[src/sv/signed_binary_to_decimal_ascii_assert.svh]
// Assertion macros for the converter RTL.
// Needs nothing else; include it by its bare file name.
`ifndef SIGNED_BINARY_TO_DECIMAL_ASCII_ASSERT_SVH
`define SIGNED_BINARY_TO_DECIMAL_ASCII_ASSERT_SVH

// Checks a property on every rising clock edge outside reset.
`define SBDA_ASSERT(lbl, clk, rstn, prop, msg) \
  lbl: assert property (@(posedge clk) disable iff (!rstn) (prop)) \
    else $error(msg);

// Checks that a condition in one cycle brings a result in the next.
`define SBDA_ASSERT_NEXT(lbl, clk, rstn, ante, cons, msg) \
  `SBDA_ASSERT(lbl, clk, rstn, (ante) |=> (cons), msg)

`endif

[src/sv/sbda_pkg.sv]
// Shared types, constants and the multiples table of the decimal converter.
// Used by the digit cells, the serializer and the top level.
`default_nettype none

package sbda_pkg;

  // Number of decimal positions that print; the top one takes the whole quotient.
  localparam int DECIMAL_DIGITS = 10;
  // Decimal positions that a 32-bit magnitude can occupy.
  localparam int MAG_DIGITS     = 10;
  // Highest position that can print; positions above it only accumulate.
  localparam int TOP_POS        = ((DECIMAL_DIGITS < MAG_DIGITS) ? DECIMAL_DIGITS
                                                                  : MAG_DIGITS) - 1;
  localparam int MAX_CHARS      = MAG_DIGITS + 1;
  localparam int CNT_W          = $clog2(MAX_CHARS + 1);
  localparam int POS_W          = $clog2(MAG_DIGITS);
  localparam int MULT_W         = 34;

  localparam logic [7:0] CH_ZERO  = 8'd48;
  localparam logic [7:0] CH_MINUS = 8'd45;

  // Work item handed from cell to cell.
  typedef struct packed {
    logic [31:0]                 rest;
    logic [7:0]                  hi;
    logic                        nz;
    logic                        stream;
    logic [CNT_W-1:0]            n;
    logic [MAX_CHARS-1:0][7:0]   chars;
  } stage_t;

  typedef logic [MAG_DIGITS-1:0][9:0][MULT_W-1:0] mult_tbl_t;

  // Multiples m * 10^p for every position p and digit m.
  function automatic mult_tbl_t mult_table();
    mult_tbl_t         t;
    logic [MULT_W-1:0] w;
    w = MULT_W'(1);
    for (int p = 0; p < MAG_DIGITS; p++) begin
      for (int m = 0; m < 10; m++) begin
        t[p][m] = w * MULT_W'(m);
      end
      w = w * MULT_W'(10);
    end
    return t;
  endfunction

  localparam mult_tbl_t MULT = mult_table();

endpackage

`default_nettype wire

[src/sv/sbda_cell.sv]
// One decimal position of the converter chain: extracts a digit and appends
// its character. Depends on sbda_pkg.
`default_nettype none

module sbda_cell import sbda_pkg::*; (
  input  wire logic             clk_i,
  input  wire logic             rst_ni,
  input  wire logic             en_i,
  input  wire logic [POS_W-1:0] pos_i,
  input  wire logic             valid_i,
  input  wire stage_t           data_i,
  output logic                  valid_o,
  output stage_t                data_o
);

  logic              valid_q;
  stage_t            data_q;
  stage_t            data_d;
  logic [3:0]        digit;
  logic [MULT_W-1:0] rest_w;
  logic [7:0]        hi_acc;
  logic [7:0]        ch;
  logic              nz_n;
  logic              emit;

  // Digit by comparing the remainder with the nine multiples of the weight.
  always_comb begin
    rest_w = {{(MULT_W-32){1'b0}}, data_i.rest};
    digit  = 4'd0;
    for (int m = 1; m < 10; m++) begin
      if (rest_w >= MULT[pos_i][m]) begin
        digit = 4'(m);
      end
    end
  end

  // Subtract, accumulate the high quotient and append the character.
  always_comb begin
    data_d      = data_i;
    data_d.rest = data_i.rest - MULT[pos_i][digit][31:0];
    hi_acc      = (data_i.hi << 3) + (data_i.hi << 1) + {4'd0, digit};
    nz_n        = data_i.nz | (digit != 4'd0);
    data_d.nz   = nz_n;
    ch          = CH_ZERO + {4'd0, digit};
    emit        = 1'b0;
    if (pos_i > POS_W'(TOP_POS)) begin
      data_d.hi = hi_acc;
    end else begin
      emit = nz_n || (pos_i == '0);
      if (pos_i == POS_W'(TOP_POS)) begin
        ch = CH_ZERO + hi_acc;
      end
    end
    if (emit && (data_i.n < CNT_W'(MAX_CHARS))) begin
      data_d.chars[data_i.n] = ch;
      data_d.n               = data_i.n + CNT_W'(1);
    end
  end

  // Valid bit of the cell.
  always_ff @(posedge clk_i or negedge rst_ni) begin
    if (!rst_ni) begin
      valid_q <= 1'b0;
    end else if (en_i) begin
      valid_q <= valid_i;
    end
  end

  // Work item of the cell.
  always_ff @(posedge clk_i) begin
    if (en_i) begin
      data_q <= data_d;
    end
  end

  assign valid_o = valid_q;
  assign data_o  = data_q;

endmodule

`default_nettype wire

[src/sv/sbda_serializer.sv]
// Holds finished character strings and sends them one beat per character.
// Depends on sbda_pkg and the assertion macro header.
`default_nettype none
`include "signed_binary_to_decimal_ascii_assert.svh"

module sbda_serializer import sbda_pkg::*; (
  input  wire logic              clk_i,
  input  wire logic              rst_ni,
  input  wire logic              load_i,
  input  wire stage_t            data_i,
  output logic                   ready_o,
  output logic                   out_valid_o,
  input  wire logic              out_ready_i,
  output logic [7:0]             out_char_o,
  output logic [CNT_W-1:0]       out_cnt_o,
  output logic                   out_stream_o,
  output logic                   out_last_o
);

  // Pending string and the string being sent.
  logic                      pvalid_q, pvalid_d;
  stage_t                    pbuf_q;
  logic [MAX_CHARS-1:0][7:0] abuf_q, abuf_d;
  logic [CNT_W-1:0]          arem_q, arem_d;
  logic [CNT_W-1:0]          acnt_q, acnt_d;
  logic                      astream_q, astream_d;
  logic                      avalid;
  logic                      pop;
  logic                      afree;
  logic                      move;

  assign avalid = (arem_q != '0);
  assign pop    = avalid && out_ready_i;
  assign afree  = !avalid || (pop && (arem_q == CNT_W'(1)));
  assign move   = afree && pvalid_q;

  // Shift on each beat; reload from the pending string when a run ends.
  always_comb begin
    abuf_d    = abuf_q;
    arem_d    = arem_q;
    acnt_d    = acnt_q;
    astream_d = astream_q;
    pvalid_d  = pvalid_q;
    if (pop) begin
      abuf_d = {8'd0, abuf_q[MAX_CHARS-1:1]};
      arem_d = arem_q - CNT_W'(1);
      acnt_d = acnt_q + CNT_W'(1);
    end
    if (move) begin
      abuf_d    = pbuf_q.chars;
      arem_d    = pbuf_q.n;
      acnt_d    = CNT_W'(1);
      astream_d = pbuf_q.stream;
      pvalid_d  = 1'b0;
    end
    if (load_i) begin
      pvalid_d = 1'b1;
    end
  end

  // Control state.
  always_ff @(posedge clk_i or negedge rst_ni) begin
    if (!rst_ni) begin
      pvalid_q <= 1'b0;
      arem_q   <= '0;
    end else begin
      pvalid_q <= pvalid_d;
      arem_q   <= arem_d;
    end
  end

  // Character payload.
  always_ff @(posedge clk_i) begin
    abuf_q    <= abuf_d;
    acnt_q    <= acnt_d;
    astream_q <= astream_d;
    if (load_i) begin
      pbuf_q <= data_i;
    end
  end

  assign ready_o      = !pvalid_q;
  assign out_valid_o  = avalid;
  assign out_char_o   = abuf_q[0];
  assign out_cnt_o    = acnt_q;
  assign out_stream_o = astream_q;
  assign out_last_o   = (arem_q == CNT_W'(1));

  `SBDA_ASSERT(load_only_when_free_a, clk_i, rst_ni, load_i |-> !pvalid_q, "load into full slot")
  `SBDA_ASSERT_NEXT(run_continues_a, clk_i, rst_ni, pop && (arem_q > CNT_W'(1)), avalid, "run cut short")
  `SBDA_ASSERT_NEXT(count_restarts_a, clk_i, rst_ni, pop && out_last_o && pvalid_q, acnt_q == CNT_W'(1), "count not restarted")

endmodule

`default_nettype wire

[src/sv/signed_binary_to_decimal_ascii.sv]
// Signed 32-bit integer to decimal ASCII, one character per output beat.
// Path of the first character: sign stage, ten digit cells, pending slot,
// output register.
// Throughput is set by the output serializer; the cell chain takes a new
// number every cycle unless its tail is blocked by a full pending slot.
// Reset: asynchronous, active low; clears all valid bits, no clearing pass.
`default_nettype none

module signed_binary_to_decimal_ascii import sbda_pkg::*; (
  input  wire logic        clk_i,
  input  wire logic        rst_ni,
  input  wire logic        s_axis_tvalid,
  output logic             s_axis_tready,
  input  wire logic [31:0] s_axis_tdata,  // value[31:0]
  input  wire logic        s_axis_tuser,  // to_error_stream[0]
  output logic             m_axis_tvalid,
  input  wire logic        m_axis_tready,
  output logic [15:0]      m_axis_tdata,  // char_code[7:0], char_count[11:8], zero[15:12]
  output logic             m_axis_tuser,  // to_error_stream_res[0]
  output logic             m_axis_tlast
);

  wire logic            chain_valid [MAG_DIGITS+1];
  wire stage_t          chain_data  [MAG_DIGITS+1];
  logic                 ent_valid_q;
  stage_t               ent_q;
  stage_t               ent_d;
  logic                 en;
  logic                 ser_ready;
  logic                 load;
  logic [7:0]           out_char;
  logic [CNT_W-1:0]     out_cnt;

  // The whole chain moves unless its tail is blocked by a full pending slot.
  assign en            = !chain_valid[MAG_DIGITS] || ser_ready;
  assign load          = chain_valid[MAG_DIGITS] && ser_ready;
  assign s_axis_tready = en;

  // Sign stage: magnitude and an optional leading minus.
  always_comb begin
    ent_d        = '0;
    ent_d.stream = s_axis_tuser;
    ent_d.rest   = s_axis_tdata;
    if (s_axis_tdata[31]) begin
      ent_d.rest     = 32'd0 - s_axis_tdata;
      ent_d.n        = CNT_W'(1);
      ent_d.chars[0] = CH_MINUS;
    end
  end

  always_ff @(posedge clk_i or negedge rst_ni) begin
    if (!rst_ni) begin
      ent_valid_q <= 1'b0;
    end else if (en) begin
      ent_valid_q <= s_axis_tvalid;
    end
  end

  always_ff @(posedge clk_i) begin
    if (en) begin
      ent_q <= ent_d;
    end
  end

  assign chain_valid[0] = ent_valid_q;
  assign chain_data[0]  = ent_q;

  // Digit cells, highest decimal position first.
  for (genvar g = 0; g < MAG_DIGITS; g++) begin : g_cell
    sbda_cell u_cell (
      .clk_i   (clk_i),
      .rst_ni  (rst_ni),
      .en_i    (en),
      .pos_i   (POS_W'(MAG_DIGITS - 1 - g)),
      .valid_i (chain_valid[g]),
      .data_i  (chain_data[g]),
      .valid_o (chain_valid[g+1]),
      .data_o  (chain_data[g+1])
    );
  end

  // Output side.
  sbda_serializer u_ser (
    .clk_i        (clk_i),
    .rst_ni       (rst_ni),
    .load_i       (load),
    .data_i       (chain_data[MAG_DIGITS]),
    .ready_o      (ser_ready),
    .out_valid_o  (m_axis_tvalid),
    .out_ready_i  (m_axis_tready),
    .out_char_o   (out_char),
    .out_cnt_o    (out_cnt),
    .out_stream_o (m_axis_tuser),
    .out_last_o   (m_axis_tlast)
  );

  assign m_axis_tdata = {{(16 - 8 - CNT_W){1'b0}}, out_cnt, out_char};

endmodule

`default_nettype wire
[config.mk]
export PLATFORM = sky130hd
export DESIGN_NAME = signed_binary_to_decimal_ascii
export DESIGN_NICKNAME = d
export VERILOG_FILES = /design/src/sv/sbda_pkg.sv /design/src/sv/sbda_cell.sv /design/src/sv/sbda_serializer.sv /design/src/sv/signed_binary_to_decimal_ascii.sv
export VERILOG_INCLUDE_DIRS = /design/src /design/src/sv
export SDC_FILE = /design/constraint.sdc
export NUM_CORES = 2
export LEC_CHECK = 0
export ABC_AREA = 0
export BUFFER_PORTS_ARGS = -buffer_cell sky130_fd_sc_hd__buf_2
export CAP_MARGIN = 40
export CELL_PAD_IN_SITES_DETAIL_PLACEMENT = 1
export CELL_PAD_IN_SITES_GLOBAL_PLACEMENT = 2
export CORE_ASPECT_RATIO = 0.9
export CORE_UTILIZATION = 44
export DETAILED_ROUTE_END_ITERATION = 8
export PLACE_DENSITY_LB_ADDON = 0.08
export SYNTH_ARGS = -nofsm -noshare
export SYNTH_HDL_FRONTEND = slang
export SYNTH_SLANG_ARGS = --single-unit
export TNS_END_PERCENT = 10
[constraint.sdc]
create_clock -name clk_i -period 29.9 [get_ports clk_i]
set_clock_uncertainty 0.2 [all_clocks]
set_input_delay 0 -clock clk_i [delete_from_list [all_inputs] [get_ports clk_i]]
set_output_delay 0 -clock clk_i [all_outputs]
set_load 0.005 [all_outputs]
After elaboration in Yosys (flattened, before gate mapping)
Memory sizes are Yosys's and may differ from the RTL's.
Index checks and enable logic that the tools add are counted.
Word-level totals
  bits in read-only memories: 4896
  input port bits: 37
  output and inout port bits: 20
  memories kept: 9
  bits in registers: 1473
  logic and storage cells: 558
Memory list
  (no name shown): words 16, width 34, read ports 1, clocked after Yosys merged registers in 0, write ports 0, line sbda_cell.sv:40  | data_d.rest = data_i.rest - MULT[pos_i][digit][31:0];
  (no name shown): words 16, width 34, read ports 1, clocked after Yosys merged registers in 0, write ports 0, line sbda_cell.sv:40
  (no name shown): words 16, width 34, read ports 1, clocked after Yosys merged registers in 0, write ports 0, line sbda_cell.sv:40
  (no name shown): words 16, width 34, read ports 1, clocked after Yosys merged registers in 0, write ports 0, line sbda_cell.sv:40
  (no name shown): words 16, width 34, read ports 1, clocked after Yosys merged registers in 0, write ports 0, line sbda_cell.sv:40
  (no name shown): words 16, width 34, read ports 1, clocked after Yosys merged registers in 0, write ports 0, line sbda_cell.sv:40
  3 more memories
Operators by class
  reductions and logical operators: 40
  $add $sub $neg: 32
  magnitude comparators: 129
  multiplexer cells: 148
  equal/unequal tests: 1
  bitwise gates (word level): 8
Operators with widths (count)
  two-way mux 92 bit: 10
  bitwise mux 88 bit: 10
  two-way mux 4 bit: 82
  demux 8 bit (select 4 bit): 10
  two-way mux 32 bit: 9
  subtractor 32 bit: 9
  two-way mux 88 bit: 2
  greater-or-equal comparator 32 x 10 -> 1 bit, second input constant: 5
  greater-or-equal comparator 32 x 20 -> 1 bit, second input constant: 5
  greater-or-equal comparator 32 x 30 -> 1 bit, second input constant: 5
  greater-or-equal comparator 32 x 33 -> 1 bit, second input constant: 4
  greater-or-equal comparator 32 x 13 -> 1 bit, second input constant: 4
  greater-or-equal comparator 32 x 17 -> 1 bit, second input constant: 4
  greater-or-equal comparator 32 x 23 -> 1 bit, second input constant: 4
  greater-or-equal comparator 32 x 27 -> 1 bit, second input constant: 4
  greater-or-equal comparator 32 x 3 -> 1 bit, second input constant: 4
  greater-or-equal comparator 32 x 7 -> 1 bit, second input constant: 4
  greater-or-equal comparator 32 x 16 -> 1 bit, second input constant: 3
  greater-or-equal comparator 32 x 19 -> 1 bit, second input constant: 3
  greater-or-equal comparator 32 x 26 -> 1 bit, second input constant: 3
  greater-or-equal comparator 32 x 29 -> 1 bit, second input constant: 3
  greater-or-equal comparator 32 x 4 -> 1 bit, second input constant: 3
  greater-or-equal comparator 32 x 6 -> 1 bit, second input constant: 3
  greater-or-equal comparator 32 x 9 -> 1 bit, second input constant: 3
  other kinds (35): 162

Depth between registers and ports, before layout
  depth in word-level cells: 14
  depth in mapped cells: 25
  mapped depth without buffers: 24

Worst setup path after synthesis
OpenSTA, ideal clock, no wires.
  kind: reg2reg
  from: register u_ser.pvalid_q
  to: register ent_valid_q
  data required time: 29520 ps
  setup time: 180 ps
  path buffers: 1
  path slack: 3204 ps
  stages on the path, launching flop included: 4
  arrival time: 26316 ps
  cell sequence: dfrtp_1 -> nand2_1 -> clkbuf_1 -> mux2_2
On the way
  cells in the longest elaborated chain, start to end: 2
RTL lines
  start: declaration: line sbda_serializer.sv:21  | logic pvalid_q, pvalid_d;
  start signal: assignment: line sbda_serializer.sv:67  | pvalid_q <= pvalid_d;
  zero test 1 bit: line sbda_serializer.sv:82  | assign ready_o = !pvalid_q;
  logical OR 1 bit: line signed_binary_to_decimal_ascii.sv:35  | assign en = !chain_valid[MAG_DIGITS] || ser_ready;
  net s_axis_tready: line signed_binary_to_decimal_ascii.sv:13  | output logic s_axis_tready,
  end signal: assignment: line signed_binary_to_decimal_ascii.sv:55  | ent_valid_q <= s_axis_tvalid;
  end: declaration: line signed_binary_to_decimal_ascii.sv:25  | logic ent_valid_q;
The timed path passes the listed nets, and every way through them passes these cells.
A chain may end at the register's enable or synchronous reset.

==> impl_metrics.toml <==
[sta]
rsz0062_at_grt = "no"
final.setup.tns_ns = 0
fin_crit_sh = 0.233
finalHoldViolCount = 0
max_slew_margin = 0.277
finalMaxSlewViolations = 0
setup_viol = 0
worst_pin_slew_ns = 1.09
period_minus_slack_ns = 6.97
fmax_mhz = 143

[yosys]
syn-cell-area_mm2 = 0.0494
seq_area_frac_synth = 0.590
synth-edff-count = 956
synth_area_per_cell_um2 = 11.4
synth_ff_type = "edfxtp_1"
postSynthCellCount = 4327
synth_top_area_frac = 0.581
synth_most_common_cell = "edfxtp_1"
async_flop_share = 0.0164
yosysUniqueCellTypes = 91
synth.cells.most_frequent = "edfxtp_1 (956), nand2_1 (652), o21ai_0 (375)"
ys_ff_latch = 976
synth.area.top_cells = "edfxtp_1 (58%), ha_1 (5.3%), nand2_1 (5.0%)"
synth_warnings = 0
yosys.area.top_type = "edfxtp_1"

[final_layout]
area_growth_pct = 12.9
finalNetCount = 4729
fillers = 11600
drive_gt1_frac = 0.0951
stdcell_area_mm2 = 0.0558
antenna_cells = 0

[critical_path]
r2r-start = "g_cell[5].u_cell.data_o[125]$_DFFE_PP_"
cp_slowest_cell = "or4_1"
endpoint = "g_cell[6].u_cell.data_o[131]$_DFFE_PP_"
startpoint_type = "flip-flop"
crit_type = "flip-flop to flip-flop"
critPathBufInv = 3
ff2ff_path_depth = 25
cp_max_fo = 14
r2r_end = "g_cell[6].u_cell.data_o[131]$_DFFE_PP_"
crit_arrival_ns = 7.21
worstSetupPathDepth = 25
startpoint = "g_cell[5].u_cell.data_o[125]$_DFFE_PP_"
crit_family = "simple AND/OR/NAND/NOR gates"
crit_path_end_kind = "flip-flop"
ff2ff_setup_slack_ns = 22.93
crit_required_ns = 30.13
max_stage_delay_ns = 0.59

[clocking]
numCtsBuffers = 104
holdBufCountCts = 94
root_buffer = "clkbuf_16"
clock_latency_ns = 0.71
postCtsSetupBuffers = 0
cts_buffer_depth = 3
htreeDepth = 3
cts.clk_slew.worst_paths_ns = 0.06
cts.sinks = 976
cts_resized = 0
cts_tree = "built"

[detailed_routing]
wl_per_cell_um = 20.6
vias = 32700
drt-total-wl_um = 125000
antenna_left = 0
dr.first_iter.drc_count = 2187
avgViaCountPerCell = 5.41
firstDrtPassIters = 8
drc = 4

[outcome]
violations = "design-rule violations"
status = "complete, but fails checks"

[grt]
grtUsageTotal = 0.220
met3_usage = 0.0258
grt.busiest_layer = "met2"
gr-usage-met2 = 0.376
grtUsageMet1 = 0.299
grt_max_degree = 168
overflow = 0
grt_pass1_vias = 33800
grt_pass1_wl_um = 198000
grt_antenna_before_repair = 2

[die]
core_area_mm2 = 0.111
die_y_um = 320
dieWidth_um = 355
ios = 57
start_util = 0.444
die_area_mm2 = 0.114
num_rows = 116

[placement]
post-dp-hpwl_um = 91100
place_congestion = 0.837
portBuffers = 50
placed_cell_area_mm2 = 0.0513

[power_and_ir_drop]
peakVddDrop_v = 0.000137
p_leak_nw = 20.5
p_per_area_mw_per_mm2 = 127

[hold_path]
hold_path_class = "primary input to flip-flop"

[job]
maxCapViolations = 0
-- final cells by class --
type	instances	area, um2	share of cell area
flip-flops and latches	976	29200	0.523
clock buffers	132	2730	0.0489
clock inverters	64	786	0.0141
repair buffers	185	1590	0.0284
well taps	1475	1850	0.0331
multi-input cells	3026	19000	0.340
inverters	179	672	0.0120
-- report_power, final --
part	switching, mW	internal (mW)
registers	0.529	2.64
logic	1.64	0.963
clock network	0.556	0.758
total	2.72	4.36
-- placed cells by master, fill, tap and decap left out, types with 93 or more instances in the layout --
| cell | instances |
|---|---|
| edfxtp_1 | 956 |
| nand2_1 | 651 |
| o21ai_0 | 374 |
| nor2_1 | 305 |
| ha_1 | 211 |
| inv_1 | 176 |
| a21oi_1 | 166 |
| xnor2_1 | 146 |
| clkbuf_16 | 104 |
| nand2b_1 | 100 |
| dlygate4sd3_1 | 94 |
| mux2_2 | 93 |
-- kinds of logic (layout without fill, tap and decap cells) --
logic type                 Yosys count  count (layout)  synth area share
buffers and inverters              330             560            0.0265
muxes                              106             106            0.0243
DFF                                976             976             0.590
xor gates and xnor gates           237             237            0.0420
AOI/OAI and AO/OA                  880             880             0.109
and+or+nand+nor                   1576            1576             0.151
adders and majority gates          221             221            0.0572
other                                1               6         0.0000759
-- how the worst min path moves through the flow --
stage	from	end	cells after the start
final	s_axis_tdata[28]	chain_data[1470]$_DFFE_PP_	3
after detailed placement	rst_ni	g_cell[5].u_cell.valid_o$_DFFE_PN0P_	1
after global placement	rst_ni	g_cell[5].u_cell.valid_o$_DFFE_PN0P_	1
after floorplan	rst_ni	ent_valid_q$_DFFE_PN0P_	0
after CTS	s_axis_tdata[28]	chain_data[1470]$_DFFE_PP_	3
after global routing	s_axis_tdata[28]	chain_data[1470]$_DFFE_PP_	3
-- flip-flops by register name, indices dropped and copies added (netlist names) --
name / count
u_ser.pvalid_q: 1
chain_data: 34
u_ser.out_char_o: 6
ent_valid_q: 1
u_ser.arem_q: 4
u_ser.abuf_q: 50
u_ser.pbuf_q: 61
u_ser.out_cnt_o: 4
u_ser.out_stream_o: 1
g_cell.u_cell.data_o: 804
g_cell.u_cell.valid_o: 10
-- per-layer routing --
layer	vias to the layer above	wire length [um]
li1	16100	-
met1	16100	58200
met2	365	60800
met3	152	2820
met4	0	2650
met5	-	0
-- through the flow --
step / hold slack (ns) / instances / total power [mW] / worst slack, ns / utilization
floorplan: -0.496 / 4332 / 5.20 / 3.20 / -
global placement: -0.238 / 5733 / 5.71 / 22.60 / 0.460
detailed placement: -0.229 / 5746 / 5.79 / 22.98 / 0.461
CTS: 0.0170 / 6036 / 7.15 / 22.93 / 0.501
global route: 0.0715 / 6037 / 7.58 / 22.36 / 0.501
finish: 0.0894 / 6037 / 7.09 / 22.93 / 0.501
-- worst reg2reg max path, cell delays in order, from the launching register on --
cell and delay [ns]:
edfxtp_1 0.42, or4_1 0.59, or4_1 0.48, nor4_1 0.39
nand3b_1 0.33, or3_1 0.50, a21oi_1 0.19, nor3_1 0.08
o31ai_1 0.24, buf_4 0.26, inv_1 0.11, ha_1 0.31
nand2_1 0.06, nand2_1 0.07, nand2_1 0.06, ha_1 0.31
o21ai_0 0.11, a21boi_0 0.14, o21ai_0 0.22, a21boi_0 0.15
o21ai_0 0.21, a21boi_0 0.19, o311ai_0 0.55, buf_1 0.26
nand3_1 0.14, xnor2_1 0.15
(Power assumes the default switching activity.)
